### src/rtl/narp_pkg.sv
// Package for the upward note arpeggiator: field widths, item layouts and constants.
// No dependencies; imported by note_arpeggiator_up.
`timescale 1ns / 1ps
package narp_pkg;

  localparam int CHAN_W    = 5;
  localparam int NOTE_W    = 7;
  localparam int VEL_W     = 7;
  localparam int CIDX_W    = 4;
  localparam int SPAN_W    = 3;
  localparam int TDATA_W   = 24;
  localparam int APB_AW    = 3;
  localparam int APB_DW    = 32;

  localparam int MAX_HELD_DEF = 8;

  localparam logic [NOTE_W-1:0] NOTE_MAX = 7'd127;

  localparam logic [0:0] REG_CHANNEL_INDEX = 1'b0;
  localparam logic [0:0] REG_OCTAVE_SPAN   = 1'b1;

  localparam logic ACT_NOTE = 1'b0;
  localparam logic ACT_TICK = 1'b1;

  localparam logic KIND_PASS = 1'b0;
  localparam logic KIND_ARP  = 1'b1;

  typedef struct packed {
    logic              pad;
    logic              to_cv;
    logic              to_midi;
    logic              length_unknown;
    logic              is_off;
    logic [VEL_W-1:0]  note_velocity;
    logic [NOTE_W-1:0] note_number;
    logic [CHAN_W-1:0] note_channel;
  } narp_in_t;

  typedef struct packed {
    logic              pad;
    logic              out_cv;
    logic              out_midi;
    logic              out_length_unknown;
    logic              out_off;
    logic [VEL_W-1:0]  out_velocity;
    logic [NOTE_W-1:0] out_note;
    logic [CHAN_W-1:0] out_channel;
  } narp_out_t;

  // Twelve semitones per octave, built from two shifts.
  function automatic logic [NOTE_W-1:0] oct_to_semi(input logic [SPAN_W-1:0] oct);
    oct_to_semi = NOTE_W'({oct, 3'b000}) + NOTE_W'({oct, 2'b00});
  endfunction

endpackage

### src/rtl/note_arpeggiator_up.sv
// Upward arpeggiator over a sorted store of held notes, with note pass-through.
// Depends on narp_pkg; the held-note store is a small memory inside this module.
`timescale 1ns / 1ps
// Channel  Direction  Contents
// in_      slave      tuser: action; tdata: note event fields
// out_     master     tuser: kind; tdata: output note fields
// cfg_     APB slave  channel_index at 0x0, octave_span at 0x4
//
// A tick passes through ST_TICK_RD, ST_TICK_AD and ST_EMIT. A note-on steps ST_INS_RD and
// ST_INS_WR once for each entry moved up, and a note-off steps ST_REM_RD and ST_REM_WR once
// for each held entry, as the note store has a single read port. Other items go straight
// to ST_EMIT.
// Reset is synchronous and active low; the store needs no clearing pass.
// A result waits in its final state until the output register is free.
module note_arpeggiator_up
  import narp_pkg::*;
#(
  parameter int MAX_HELD = MAX_HELD_DEF
) (
  input  logic               clk,
  input  logic               rst_n,
  input  logic               in_tvalid,
  output logic               in_tready,
  input  logic [TDATA_W-1:0] in_tdata,   // note_channel, note_number, note_velocity, is_off,
                                         // length_unknown, to_midi, to_cv, zero pad
  input  logic               in_tuser,   // action
  output logic               out_tvalid,
  input  logic               out_tready,
  output logic [TDATA_W-1:0] out_tdata,  // out_channel, out_note, out_velocity, out_off,
                                         // out_length_unknown, out_midi, out_cv, zero pad
  output logic               out_tuser,  // kind
  input  logic               cfg_psel,
  input  logic               cfg_penable,
  input  logic               cfg_pwrite,
  input  logic [APB_AW-1:0]  cfg_paddr,
  input  logic [APB_DW-1:0]  cfg_pwdata,
  output logic [APB_DW-1:0]  cfg_prdata,
  output logic               cfg_pready
);

  localparam int CW = $clog2(MAX_HELD + 1);
  localparam int AW = (MAX_HELD > 1) ? $clog2(MAX_HELD) : 1;
  localparam logic [CW-1:0] CNT_FULL = CW'(MAX_HELD);

  localparam logic [3:0] ST_IDLE    = 4'd0;
  localparam logic [3:0] ST_INS_RD  = 4'd1;
  localparam logic [3:0] ST_INS_WR  = 4'd2;
  localparam logic [3:0] ST_REM_RD  = 4'd3;
  localparam logic [3:0] ST_REM_WR  = 4'd4;
  localparam logic [3:0] ST_TICK_RD = 4'd5;
  localparam logic [3:0] ST_TICK_AD = 4'd6;
  localparam logic [3:0] ST_EMIT    = 4'd7;

  logic [NOTE_W-1:0] mem [MAX_HELD];
  logic [NOTE_W-1:0] mem_rd_r;
  logic [AW-1:0]     rd_addr;
  logic              wr_en;
  logic [AW-1:0]     wr_addr;
  logic [NOTE_W-1:0] wr_data;

  logic [3:0]        state_r, state_nxt;
  logic [CIDX_W-1:0] cidx_r, cidx_nxt;
  logic [SPAN_W-1:0] span_r, span_nxt;
  logic [CW-1:0]     count_r, count_nxt;
  logic [CW-1:0]     pos_r, pos_nxt;
  logic [SPAN_W-1:0] oct_r, oct_nxt;
  logic              run_r, run_nxt;
  logic [VEL_W-1:0]  lvel_r, lvel_nxt;
  logic              lmidi_r, lmidi_nxt;
  logic              lcv_r, lcv_nxt;
  logic [CW-1:0]     ka_r, ka_nxt;
  logic [CW-1:0]     kb_r, kb_nxt;
  logic [NOTE_W-1:0] note_r, note_nxt;
  logic [NOTE_W-1:0] semi_r, semi_nxt;
  logic              pend_r, pend_nxt;
  narp_out_t         res_r, res_nxt;
  logic              rkind_r, rkind_nxt;
  logic              ovalid_r, ovalid_nxt;
  narp_out_t         odata_r, odata_nxt;
  logic              okind_r, okind_nxt;

  narp_in_t          in_item;
  logic              in_acc;
  logic              cfg_wr;
  logic [CHAN_W-1:0] arp_chan;
  logic [CW:0]       oct_inc;
  logic [SPAN_W-1:0] oct_sel;
  logic [NOTE_W:0]   sum;

  assign in_item    = narp_in_t'(in_tdata);
  assign in_tready  = (state_r == ST_IDLE);
  assign in_acc     = in_tvalid && in_tready;
  assign cfg_wr     = cfg_psel && cfg_penable && cfg_pwrite && cfg_pready;
  assign cfg_pready = 1'b1;
  assign arp_chan   = CHAN_W'({1'b0, cidx_r}) + CHAN_W'(1);
  assign sum        = {1'b0, mem_rd_r} + {1'b0, semi_r};
  assign out_tvalid = ovalid_r;
  assign out_tdata  = TDATA_W'(odata_r);
  assign out_tuser  = okind_r;

  always_comb begin
    if (cfg_paddr[2] == REG_OCTAVE_SPAN) begin
      cfg_prdata = APB_DW'(span_r);
    end else begin
      cfg_prdata = APB_DW'(cidx_r);
    end
  end

  always_comb begin
    oct_inc = (pos_r >= count_r) ? (CW + 1)'(oct_r) + (CW + 1)'(1) : (CW + 1)'(oct_r);
    if (oct_inc > (CW + 1)'(span_r)) begin
      oct_sel = '0;
    end else begin
      oct_sel = oct_inc[SPAN_W-1:0];
    end
  end

  always_comb begin
    state_nxt  = state_r;
    cidx_nxt   = cidx_r;
    span_nxt   = span_r;
    count_nxt  = count_r;
    pos_nxt    = pos_r;
    oct_nxt    = oct_r;
    run_nxt    = run_r;
    lvel_nxt   = lvel_r;
    lmidi_nxt  = lmidi_r;
    lcv_nxt    = lcv_r;
    ka_nxt     = ka_r;
    kb_nxt     = kb_r;
    note_nxt   = note_r;
    semi_nxt   = semi_r;
    pend_nxt   = pend_r;
    res_nxt    = res_r;
    rkind_nxt  = rkind_r;
    ovalid_nxt = ovalid_r;
    odata_nxt  = odata_r;
    okind_nxt  = okind_r;
    rd_addr    = ka_r[AW-1:0];
    wr_en      = 1'b0;
    wr_addr    = ka_r[AW-1:0];
    wr_data    = note_r;

    if (ovalid_r && out_tready) begin
      ovalid_nxt = 1'b0;
    end

    if (cfg_wr) begin
      if (cfg_paddr[2] == REG_OCTAVE_SPAN) begin
        span_nxt = cfg_pwdata[SPAN_W-1:0];
      end else begin
        cidx_nxt = cfg_pwdata[CIDX_W-1:0];
      end
    end

    case (state_r)
      ST_IDLE: begin
        if (in_acc) begin
          note_nxt    = in_item.note_number;
          rkind_nxt   = KIND_PASS;
          res_nxt     = narp_out_t'(in_tdata);
          res_nxt.pad = 1'b0;
          pend_nxt    = 1'b0;
          state_nxt   = ST_EMIT;
          if (in_tuser == ACT_NOTE) begin
            pend_nxt = (in_item.note_channel != arp_chan);
            if (in_item.length_unknown) begin
              if (in_item.is_off) begin
                ka_nxt    = '0;
                kb_nxt    = '0;
                state_nxt = ST_REM_RD;
              end else begin
                if (!run_r) begin
                  pos_nxt = '0;
                  oct_nxt = '0;
                  run_nxt = 1'b1;
                end
                if (count_r == '0) begin
                  lvel_nxt  = in_item.note_velocity;
                  lmidi_nxt = in_item.to_midi;
                  lcv_nxt   = in_item.to_cv;
                end
                if (count_r < CNT_FULL) begin
                  ka_nxt    = count_r;
                  state_nxt = ST_INS_RD;
                end
              end
            end
          end else if (run_r && (count_r != '0)) begin
            if (pos_r >= count_r) begin
              pos_nxt = '0;
            end
            oct_nxt   = oct_sel;
            semi_nxt  = oct_to_semi(oct_sel);
            state_nxt = ST_TICK_RD;
          end
        end
      end
      ST_INS_RD: begin
        if (ka_r == '0) begin
          wr_en     = 1'b1;
          count_nxt = count_r + CW'(1);
          state_nxt = ST_EMIT;
        end else begin
          rd_addr   = AW'(ka_r - CW'(1));
          state_nxt = ST_INS_WR;
        end
      end
      ST_INS_WR: begin
        wr_en = 1'b1;
        if (mem_rd_r > note_r) begin
          wr_data   = mem_rd_r;
          ka_nxt    = ka_r - CW'(1);
          state_nxt = ST_INS_RD;
        end else begin
          count_nxt = count_r + CW'(1);
          state_nxt = ST_EMIT;
        end
      end
      ST_REM_RD: begin
        if (ka_r >= count_r) begin
          count_nxt = kb_r;
          if (kb_r == '0) begin
            run_nxt = 1'b0;
          end
          state_nxt = ST_EMIT;
        end else begin
          rd_addr   = ka_r[AW-1:0];
          state_nxt = ST_REM_WR;
        end
      end
      ST_REM_WR: begin
        wr_addr = kb_r[AW-1:0];
        wr_data = mem_rd_r;
        if (mem_rd_r != note_r) begin
          wr_en  = 1'b1;
          kb_nxt = kb_r + CW'(1);
        end
        ka_nxt    = ka_r + CW'(1);
        state_nxt = ST_REM_RD;
      end
      ST_TICK_RD: begin
        rd_addr   = pos_r[AW-1:0];
        state_nxt = ST_TICK_AD;
      end
      ST_TICK_AD: begin
        pos_nxt   = pos_r + CW'(1);
        rkind_nxt = KIND_ARP;
        pend_nxt  = (sum <= {1'b0, NOTE_MAX});
        res_nxt   = '{pad: 1'b0, out_cv: lcv_r, out_midi: lmidi_r,
                      out_length_unknown: 1'b0, out_off: 1'b0,
                      out_velocity: lvel_r, out_note: sum[NOTE_W-1:0],
                      out_channel: arp_chan};
        state_nxt = ST_EMIT;
      end
      ST_EMIT: begin
        if (!pend_r) begin
          state_nxt = ST_IDLE;
        end else if (!ovalid_r || out_tready) begin
          ovalid_nxt = 1'b1;
          odata_nxt  = res_r;
          okind_nxt  = rkind_r;
          pend_nxt   = 1'b0;
          state_nxt  = ST_IDLE;
        end
      end
      default: begin
        state_nxt = ST_IDLE;
      end
    endcase
  end

  always_ff @(posedge clk) begin
    if (wr_en) begin
      mem[wr_addr] <= wr_data;
    end
    mem_rd_r <= mem[rd_addr];
  end

  always_ff @(posedge clk) begin
    if (!rst_n) begin
      state_r  <= ST_IDLE;
      cidx_r   <= '0;
      span_r   <= SPAN_W'(1);
      count_r  <= '0;
      pos_r    <= '0;
      oct_r    <= '0;
      run_r    <= 1'b0;
      lvel_r   <= '0;
      lmidi_r  <= 1'b0;
      lcv_r    <= 1'b0;
      pend_r   <= 1'b0;
      ovalid_r <= 1'b0;
    end else begin
      state_r  <= state_nxt;
      cidx_r   <= cidx_nxt;
      span_r   <= span_nxt;
      count_r  <= count_nxt;
      pos_r    <= pos_nxt;
      oct_r    <= oct_nxt;
      run_r    <= run_nxt;
      lvel_r   <= lvel_nxt;
      lmidi_r  <= lmidi_nxt;
      lcv_r    <= lcv_nxt;
      pend_r   <= pend_nxt;
      ovalid_r <= ovalid_nxt;
    end
  end

  always_ff @(posedge clk) begin
    ka_r    <= ka_nxt;
    kb_r    <= kb_nxt;
    note_r  <= note_nxt;
    semi_r  <= semi_nxt;
    res_r   <= res_nxt;
    rkind_r <= rkind_nxt;
    odata_r <= odata_nxt;
    okind_r <= okind_nxt;
  end

endmodule

### config.mk
export PLATFORM = sky130hd
export DESIGN_NAME = note_arpeggiator_up
export DESIGN_NICKNAME = d
export VERILOG_FILES = /design/src/rtl/narp_pkg.sv /design/src/rtl/note_arpeggiator_up.sv
export SDC_FILE = /design/constraint.sdc
export NUM_CORES = 1
export LEC_CHECK = 0
export BUFFER_PORTS_ARGS = -buffer_cell sky130_fd_sc_hd__buf_2
export CAP_MARGIN = 20
export CORE_UTILIZATION = 51
export CTS_CLUSTER_SIZE = 8
export DETAILED_ROUTE_END_ITERATION = 12
export HOLD_SLACK_MARGIN = 0.05
export PLACE_DENSITY = 0.79
export SLEW_MARGIN = 20
export SYNTH_ARGS = -nofsm -noshare
export SYNTH_HDL_FRONTEND = slang
export SYNTH_SLANG_ARGS = --single-unit
### constraint.sdc
create_clock -name clk -period 3.4 [get_ports clk]
set_input_delay 0.17 -clock clk [delete_from_list [all_inputs] [get_ports clk]]
set_output_delay 0.17 -clock clk [all_outputs]
set_load 0.01 [all_outputs]
==> out/metrics.cfg, run 1 <==
[run_status]
status=finished, final reports clean

[pwr]
fin_total_pwr_mw=7.73
power.density_nw_per_um2=815
p_comb_frac=0.361
power.leakage_nw=3.85
clock_power_share=0.251
peakVddDrop_mv=0.489
switching_share=0.342
seqPwrFrac=0.388
p_int_mw=5.08
p_sw_mw=2.64

[critical_path]
r2r_slack_ns=0.14
reg2reg_depth=14
arrival_ns=3.43
cp_top_family=adder cells
critPathBufInv=1
slowest_delay_ns=0.33
r2r_end=semi_r[5]
cp.required_ns=3.58
crit_type=register to register
path_cells=inv_1 > ha_1 > nand2b_4 > a2111oi_4 > nor2_2 > a21o_1 > ha_4 > nor2b_1 > o21ai_1 > a32oi_2 > nor2_2 > ha_2 > fa_2 > xor2_1
crit_fanout=4
worst_path_most_repeated_cell=nor2_2
startpoint=pos_r[0]
startpoint_type=register
cp_slowest_cell=dfxtp_2
end_kind=register
rr_startpoint=pos_r[0]

[cts]
numCtsBuffers=17
root_buffer=clkbuf_16
worst_skew_pair.late_latency_ns=0.43
htree_levels=4
cts_tree=built
clk_path_buf_depth=2
path_clk_slew_ns=0.07
cts_num_sinks=164

[die]
die_w_um=127
die-area_um2=16000
dieHeight_um=127
coreArea_um2=15100
placementRows=45
io_pins=127
initial_core_util=0.522

[sta]
tightest_slew_ns=0.927
relSlewSlack=0.381
fmax_mhz=307
finalMaxSlewViolations=0
setup_viol=0
rsz0062_at_grt=no
period_needed_ns=3.26
setup_ws_ns=0.142
fin_skew_ns=0.00698
hold_viol_final=0
post-route-period-util=0.958
fin_hold_ws_ns=0.0893

[synthesis]
synth_area_leaders=edfxtp_1, dfxtp_1, ha_1, nand2_1, buf_4
yosysUniqueCellTypes=68
synth_edf_count=124
netlist_top_cells_count=edfxtp_1, nand2_1, nor2_1
ys_async_sr_fraction=0
yosysMostFrequentCell=edfxtp_1
ys_warn_count=0
synth_top_area_share=0.471
netlist_area_um2=7910
synth-main-ff-cell=edfxtp_1
syn_inst=658
ys_ff_latch=164
syn_avg_cell_area_um2=12.0
ys_seq_area_frac=0.572
yosysTopAreaCell=edfxtp_1

[min_path]
hp-start=in_tdata[3]
worstHoldPathCells=3
hp-class=input port to register
hold_end=res_r[3]

[detailed_routing]
viasPerCell=5.74
wl_met1_mm=7.42
wirelength_mm=17.7
drt_pass1_iterations=6
drc_errors=0
antenna_left=0
highest_layer=met4
wl_met3_mm=1.13
vias=5647
drt_iter0_markers=457
wl_met2_mm=8.85
wl_per_cell_um=18.0

[finish]
fin_util=0.626
drive_above_1_share=0.229
layout.nets=886
area_growth_pct=19.8
num-fill-cells=1055
num_antenna_cells=0
seq_area_um2=4530
stdcell_area_um2=9480
multi_input_area_um2=3090

[global_routing]
grt_overflow=0
grt_pass1_wl_mm=28.2
grt_max_degree=26
grt_pass1_vias=5603
track_usage=0.232
antenna_found_initial=0

[place]
pre_cts_ws_ns=-0.100
placed_area_um2=8550
gp_congestion=0.915
portBuffers=65
dp_hpwl_mm=12.0

[run]
drv_cap=0

[worst max path at each step]
stage                      to  slack [ns]  depth (start not counted)
CTS                 semi_r[5]       0.008                         15
finish              semi_r[5]        0.14                         14
global placement    semi_r[5]        0.05                         14
floorplan           semi_r[5]       0.008                         14
global route         oct_r[0]        0.02                         14
detailed placement  semi_r[5]       -0.10                         14
[layout make-up]
type,count,share of cell area
sequential,164,0.477
clock buffer,17,0.0449
clock inverter,15,0.0180
multi-input combinational,434,0.326
inverter,34,0.0135
timing repair buffer,132,0.0953
tap,188,0.0248
[power groups by stage]
stage                     clock network (mW)  logic, mW  registers, mW
after floorplan                            0       1.96           2.92
after global placement                     0       2.54           3.00
after detailed placement                   0       2.67           3.03
after CTS                               1.97       2.77           2.99
after global routing                    2.04       3.07           3.03
final                                   1.94       2.79           3.00
[state kept, by name, indices dropped and copies added (netlist names), 3 cells and up]
signal     cells
count_r        4
oct_r          3
pos_r          4
mem_rd_r       7
cidx_r         4
span_r         3
kb_r           4
out_tdata     23
note_r         7
semi_r         5
mem           56
res_r         23
ka_r           4
lvel_r         7
state_r        3
[through the flow]
step                cells  setup TNS [ns]
floorplan             686               0
global placement      924               0
detailed placement    924          -0.100
CTS                   983               0
global route          984               0
finish                984               0
[routing by layer]
layer,up-vias,track usage
li1,2613,-
met1,2761,0.285
met2,238,0.389
met3,35,0.0633
met4,0,0.0886
met5,-,0
[worst reg2reg max path, delay by kind of cell (launching register included)]
family | cells | cell delay, ns
fa+ha+maj | 4 | 1.08
compound gates | 4 | 0.92
simple gates | 4 | 0.45
flops | 1 | 0.33
xor+xnor | 1 | 0.17
buf+inv | 1 | 0.04
[placed cells by master (no fill, tap or decap), types with 30 or more instances in the layout]
cell type	instances
edfxtp_1	124
conb_1	30
nand2_1	79
buf_4	41
inv_1	32
nor2_1	44
o21ai_0	31
buf_2	65
ha_1	31
dfxtp_1	39
[what timing repair did]
item,4_1_cts,5_1_grt
endpoints found under the setup margin,2,3
endpoints found under the hold margin,40,0
hold buffers,25,0
gates resized for setup,6,5
cloned,0,0
setup buffers,2,1
pin swaps,5,5
[kinds of logic after synthesis]
group | after synthesis | share of synthesized area
mux | 43 | 0.0808
flops | 164 | 0.572
compound gates | 117 | 0.0966
buf+inv | 88 | 0.0609
other cells | 2 | 0.000949
simple gates | 195 | 0.116
fa+ha+maj | 36 | 0.0588
xor+xnor | 13 | 0.0144
Note: power is estimated with default switching activity, not from simulation.
==> inputs of run 2 (changes only) <==
--- a/config.mk
+++ b/config.mk
@@ -6,12 +6,11 @@
 export NUM_CORES = 1
 export LEC_CHECK = 0
 export BUFFER_PORTS_ARGS = -buffer_cell sky130_fd_sc_hd__buf_2
-export CAP_MARGIN = 20
-export CORE_UTILIZATION = 51
+export CORE_UTILIZATION = 61
 export CTS_CLUSTER_SIZE = 8
 export DETAILED_ROUTE_END_ITERATION = 12
 export HOLD_SLACK_MARGIN = 0.05
-export PLACE_DENSITY = 0.79
+export PLACE_DENSITY = 0.88
 export SLEW_MARGIN = 20
 export SYNTH_ARGS = -nofsm -noshare
 export SYNTH_HDL_FRONTEND = slang
==> constraint.sdc (replaced) <==
create_clock -name clk -period 3.76 [get_ports clk]
set_input_delay 0.188 -clock clk [delete_from_list [all_inputs] [get_ports clk]]
set_output_delay 0.188 -clock clk [all_outputs]
set_load 0.01 [all_outputs]
==> out/metrics.cfg, run 2 (synthesized netlist as in run 1, its figures left out) <==
[detailed_routing]
drt_iter0_markers=733  ; +60%
vias=5756  ; +1.9%
antenna_left=0  ; unchanged
wl_per_cell_um=20.6  ; +14%
drc_errors=0  ; unchanged
wirelength_mm=19.3  ; +8.9%
viasPerCell=6.14  ; +6.9%
drt_pass1_iterations=5  ; -1

[global_routing]
grt_overflow=0  ; unchanged
use_met3=0.0649  ; +0.00159
track_usage=0.293  ; +0.0615
grt_max_degree=37  ; +42%
grt_pass1_vias=5660  ; +1.0%
top_usage_layer=met2
antenna_found_initial=0  ; unchanged
grt_pass1_wl_mm=28.8  ; +2.4%
use_met1=0.351  ; +0.0652
grtUsageMet2=0.501  ; +0.112

[place]
dp_hpwl_mm=12.2  ; +2.1%
pre_cts_ws_ns=0.102  ; +0.202 ns
gp_congestion=0.900  ; -1.6%
placed_area_um2=8350  ; -2.4%
dp.cells=888  ; -3.9%
portBuffers=65  ; unchanged

[cts]
post_cts_buffers=0  ; -2
cts_tree=built
path_clk_slew_ns=0.07  ; about the same
clk_path_buf_depth=2  ; unchanged
root_buffer=clkbuf_16
cts_num_sinks=164  ; unchanged
numCtsBuffers=17  ; unchanged
htree_levels=4  ; unchanged
worst_skew_pair.late_latency_ns=0.43  ; about the same

[finish]
largest_reg_flops=56  ; unchanged
fin_util=0.725  ; +0.0991
num-fill-cells=778  ; -26%
final_cell_mix=edfxtp_1, nand2_1, buf_2, nor2_1, dfxtp_1
final_common_cell=edfxtp_1
layout.nets=856  ; -3.4%
num_antenna_cells=0  ; unchanged
area_growth_pct=15.6
stdcell_area_um2=9150  ; -3.5%
top_register=mem
drive_above_1_share=0.197  ; -0.0315
fin_cells=938  ; -4.7%

[pwr]
clock_power_share=0.256  ; +0.005
power.leakage_nw=3.69  ; -4.1%
seqPwrFrac=0.401  ; +0.013
switching_share=0.353  ; +0.0108
p_sw_mw=2.44  ; -7.8%
p_comb_frac=0.343  ; -0.018
p_int_mw=4.47  ; -12%
peakVddDrop_mv=0.470  ; -3.8%
power.density_nw_per_um2=755  ; -7.4%

[sta]
finalMaxSlewViolations=0  ; unchanged
hold_viol_final=0  ; unchanged
fin_skew_ns=0.0109  ; +0.00392 ns
tns_ns=0  ; unchanged
relSlewSlack=0.260  ; -0.122
period_needed_ns=3.56  ; +0.300 ns
tightest_slew_ns=1.11  ; +0.181 ns
rsz0062_at_grt=no
setup_ws_ns=0.202  ; +0.0595 ns
post-route-period-util=0.946  ; -0.0118
fmax_mhz=281  ; -8.4%
setup_viol=0  ; unchanged

[die]
initial_core_util=0.627  ; +0.105
dieHeight_um=116  ; -8.4%
io_pins=127  ; unchanged
placementRows=41  ; -8.9%
die-area_um2=13400  ; -16%
die_w_um=116  ; -8.4%
coreArea_um2=12600  ; -17%

[critical_path]
crit_fanout=5  ; +1
worst_path_most_repeated_cell=ha_1
rr_startpoint=count_r[2]
crit_type=register to register
cp_slowest_cell=fa_1
cp_top_family=adder cells
cp.required_ns=3.93  ; +0.35 ns
r2r_end=semi_r[5]
startpoint_type=register
slowest_delay_ns=0.38  ; +0.05 ns
path_cells=inv_1 > ha_1 > or2_2 > a21oi_1 > nor2_2 > a21o_1 > ha_1 > nor2b_1 > o21ai_0 > a32oi_2 > nor2_2 > ha_1 > fa_1 > xor2_1
end_kind=register
arrival_ns=3.73  ; +0.30 ns
r2r_slack_ns=0.20  ; +0.06 ns
reg2reg_depth=14  ; unchanged
critPathBufInv=1  ; unchanged

[min_path]
hp-start=cfg_pwdata[1]
hp-class=input port to register
hold_end=span_r[1]
worstHoldPathCells=3  ; unchanged

[run]
drv_cap=0  ; unchanged

[run_status]
status=finished, final reports clean

==> run 2: how the worst max path moves through the flow <==
stage               startpoint   endpoint  slack (ns)  cells after the start
global route        count_r[2]  semi_r[5]        0.05                     14
floorplan             pos_r[0]  semi_r[5]        0.15                     14
global placement      pos_r[0]  semi_r[5]        0.28                     14
detailed placement  count_r[2]  semi_r[5]        0.10                     14
finish              count_r[2]  semi_r[5]        0.20                     14
CTS                 count_r[2]  semi_r[5]        0.09                     14
==> run 2: layer usage <==
layer,wire length (um),share of wire
met5,0,0
met4,688,0.036
met3,1530,0.079
met2,9820,0.51
met1,7270,0.38
==> run 2: metrics by stage <==
stage          power [mW]  hold WS (ns)
5_1_grt              7.18        0.0621
6_report             6.91        0.0536
4_1_cts              6.82        0.0515
2_1_floorplan        4.40         0.287
3_5_place_dp         5.03         0.388
3_3_place_gp         4.85         0.386
==> run 2: timing repair <==
item,in CTS,in global routing
hold endpoints to repair,19,0
resized for setup,0,5
setup endpoints to repair,0,2
hold buffers,18,0
==> run 2: worst min-delay path, cell delays in order <==
cell and delay (ns):
buf_2 0.10, mux2i_1 0.06, nor2_1 0.09
==> run 2: cell type report <==
class                   count  area (um2)  area share
multi-input cells         434        3040       0.332
inverters                  34         128      0.0139
clock buffers              17         425      0.0465
clock inverters            15         169      0.0185
well taps                 172         215      0.0235
repair buffers            102         648      0.0708
flip-flops and latches    164        4530       0.495
==> run 2: power by group through the flow <==
stage | clock [mW] | sequential [mW] | combinational (mW)
finish | 1.76 | 2.77 | 2.37
global route | 1.84 | 2.80 | 2.55
global placement | 0 | 2.76 | 2.10
floorplan | 0 | 2.64 | 1.76
CTS | 1.76 | 2.76 | 2.30
detailed placement | 0 | 2.79 | 2.24
==> inputs of run 3 (changes only) <==
--- a/config.mk
+++ b/config.mk
@@ -6,11 +6,11 @@
 export NUM_CORES = 1
 export LEC_CHECK = 0
 export BUFFER_PORTS_ARGS = -buffer_cell sky130_fd_sc_hd__buf_2
-export CORE_UTILIZATION = 61
+export CORE_UTILIZATION = 51
 export CTS_CLUSTER_SIZE = 8
 export DETAILED_ROUTE_END_ITERATION = 12
 export HOLD_SLACK_MARGIN = 0.05
-export PLACE_DENSITY = 0.88
+export PLACE_DENSITY = 0.79
 export SLEW_MARGIN = 20
 export SYNTH_ARGS = -nofsm -noshare
 export SYNTH_HDL_FRONTEND = slang
==> constraint.sdc (replaced) <==
create_clock -name clk -period 2.9 [get_ports clk]
set_input_delay 0.145 -clock clk [delete_from_list [all_inputs] [get_ports clk]]
set_output_delay 0.145 -clock clk [all_outputs]
set_load 0.01 [all_outputs]
==> out/metrics.cfg, run 3 (synthesized netlist as in run 1, its figures left out) <==
[pwr]
power.leakage_nw=3.94  ; +6.7%
power.density_nw_per_um2=957  ; +27%
peakVddDrop_mv=0.622  ; +32%

[critical_path]
cp.required_ns=3.08  ; -0.85 ns
arrival_ns=3.46  ; -0.27 ns
crit_fanout=4  ; -1
crit_type=register to register
startpoint_type=register
end_kind=register

[sta]
fin_hold_ws_ns=0.0861  ; +0.0325 ns
hold_viol_final=0  ; unchanged
period_needed_ns=3.28  ; -0.279 ns
post-route-period-util=1.13  ; +0.185
fin_skew_ns=0.00989  ; -0.00101 ns
setup_ws_ns=-0.380  ; -0.581 ns
rsz0062_at_grt=yes
finalMaxSlewViolations=0  ; unchanged
setup_viol=3  ; +3
relSlewSlack=0.394  ; +0.135
tightest_slew_ns=0.908  ; -0.200 ns
fmax_mhz=305  ; +8.5%

[finish]
fin_util=0.639  ; -0.0861
final_common_cell=edfxtp_1
num_antenna_cells=0  ; unchanged
drive_above_1_share=0.252  ; +0.0550
final_cell_mix=edfxtp_1, nand2_1, buf_2, buf_4, nor2_1
largest_reg_flops=56  ; unchanged
top_register=mem
layout.nets=903  ; +5.5%
fin_cells=1001  ; +6.7%
area_growth_pct=22.3

[cts]
cts_tree=built
clk_path_buf_depth=2  ; unchanged
root_buffer=clkbuf_16
worst_skew_pair.late_latency_ns=0.43  ; about the same
numCtsBuffers=17  ; unchanged
path_clk_slew_ns=0.07  ; about the same
htree_levels=4  ; unchanged
cts_num_sinks=164  ; unchanged

[die]
initial_core_util=0.522  ; -0.105
die-area_um2=16000  ; +19%
coreArea_um2=15100  ; +20%
io_pins=127  ; unchanged
placementRows=45  ; +9.8%
dieHeight_um=127  ; +9.2%
die_w_um=127  ; +9.2%

[detailed_routing]
viasPerCell=5.60  ; -8.8%
drc_errors=0  ; unchanged
wl_per_cell_um=17.8  ; -13%
antenna_left=0  ; unchanged
vias=5602  ; -2.7%
drt_iter0_markers=450  ; -39%
drt_pass1_iterations=5  ; unchanged
wirelength_mm=17.9  ; -7.5%

[global_routing]
grt_overflow=0  ; unchanged
grt_pass1_wl_mm=28.2  ; -2.1%
track_usage=0.233  ; -0.0603
antenna_found_initial=0  ; unchanged
grt_pass1_vias=5561  ; -1.7%
grt_max_degree=26  ; -30%

[place]
dp_hpwl_mm=12.0  ; -2.0%
gp_congestion=0.898  ; -0.24%
portBuffers=65  ; unchanged
dp.cells=937  ; +5.5%

[run_status]
violations=setup timing
status=complete, but fails checks

[min_path]
hp-class=input port to register

[run]
drv_cap=0  ; unchanged

## run 3: changes by cell type in the layout (fill, tap and decap cells not counted), sizes merged
cell	delta
bufinv	-1
inv	-3
dlygate4sd3	+8
clkinv	+3
clkinvlp	+1
buf	+39
## run 3: layout make-up
type | count | area (um2)
multi-input cells | 434 | 3190
repair buffers | 149 | 1050
clock buffers | 17 | 425
clock inverters | 15 | 129
flip-flops and latches | 164 | 4530
fillers | 1046 | 5470
well taps | 188 | 235
inverters | 34 | 128
## run 3: power by group
| part | internal (mW) | switching (mW) |
|---|---|---|
| Sequential | 3.23 | 0.255 |
| Clock | 1.18 | 0.940 |
| Combinational | 1.66 | 1.98 |
| Total | 6.08 | 3.18 |
## run 3: stage by stage
step                      instance area (um2)  setup TNS [ns]  power, mW  worst slack, ns
after floorplan                          8080          -0.566       5.76           -0.315
after global routing                     9680           -1.43       9.74           -0.499
after detailed placement                 8700           -1.00       6.86           -0.446
after CTS                                9610          -0.649       9.13           -0.325
final                                    9680          -0.763       9.26           -0.380
after global placement                   8700          -0.539       6.67           -0.306
## run 3: layer usage
metal,part of all wire,up-vias,GRT usage,routed length [um]
li1,-,2652,-,-
met1,0.42,2695,0.291,7450
met2,0.50,225,0.399,8970
met3,0.060,30,0.0565,1080
met4,0.020,0,0.0744,359
met5,0,-,0,0
## run 3: final timing paths
| kind | cells past startpoint | slack [ns] | startpoint | end |
|---|---|---|---|---|
| setup / recovery | 15 | -0.38 | pos_r[0] | semi_r[5] |
| hold / removal | 2 | 0.09 | rst_n | state_r[0] |
| setup reg to reg | 15 | -0.38 | pos_r[0] | semi_r[5] |
| hold reg to reg | 0 | 0.42 | res_r[4] | out_tdata[4] |
## run 3: critical path, cell delays in order (launching register included)
cell and delay (ns):
dfxtp_2 0.33, inv_2 0.05, ha_4 0.22, nand2b_4 0.14, a2111oi_4 0.27, buf_4 0.20
nor2_4 0.05, a21o_1 0.19, ha_4 0.28, nor2b_4 0.16, o21ai_4 0.08, a32oi_4 0.28
nor2_2 0.08, ha_2 0.20, fa_2 0.33, xor2_1 0.15
## run 3: what timing repair did
action / in CTS / in global routing
gates resized for setup: 10 / 15
pin swaps: 13 / 11
hold buffers: 26 / 0
setup buffers: 4 / 2
endpoints found under the hold margin: 42 / 0
gates cloned: 0 / 0
setup endpoints to repair: 5 / 48
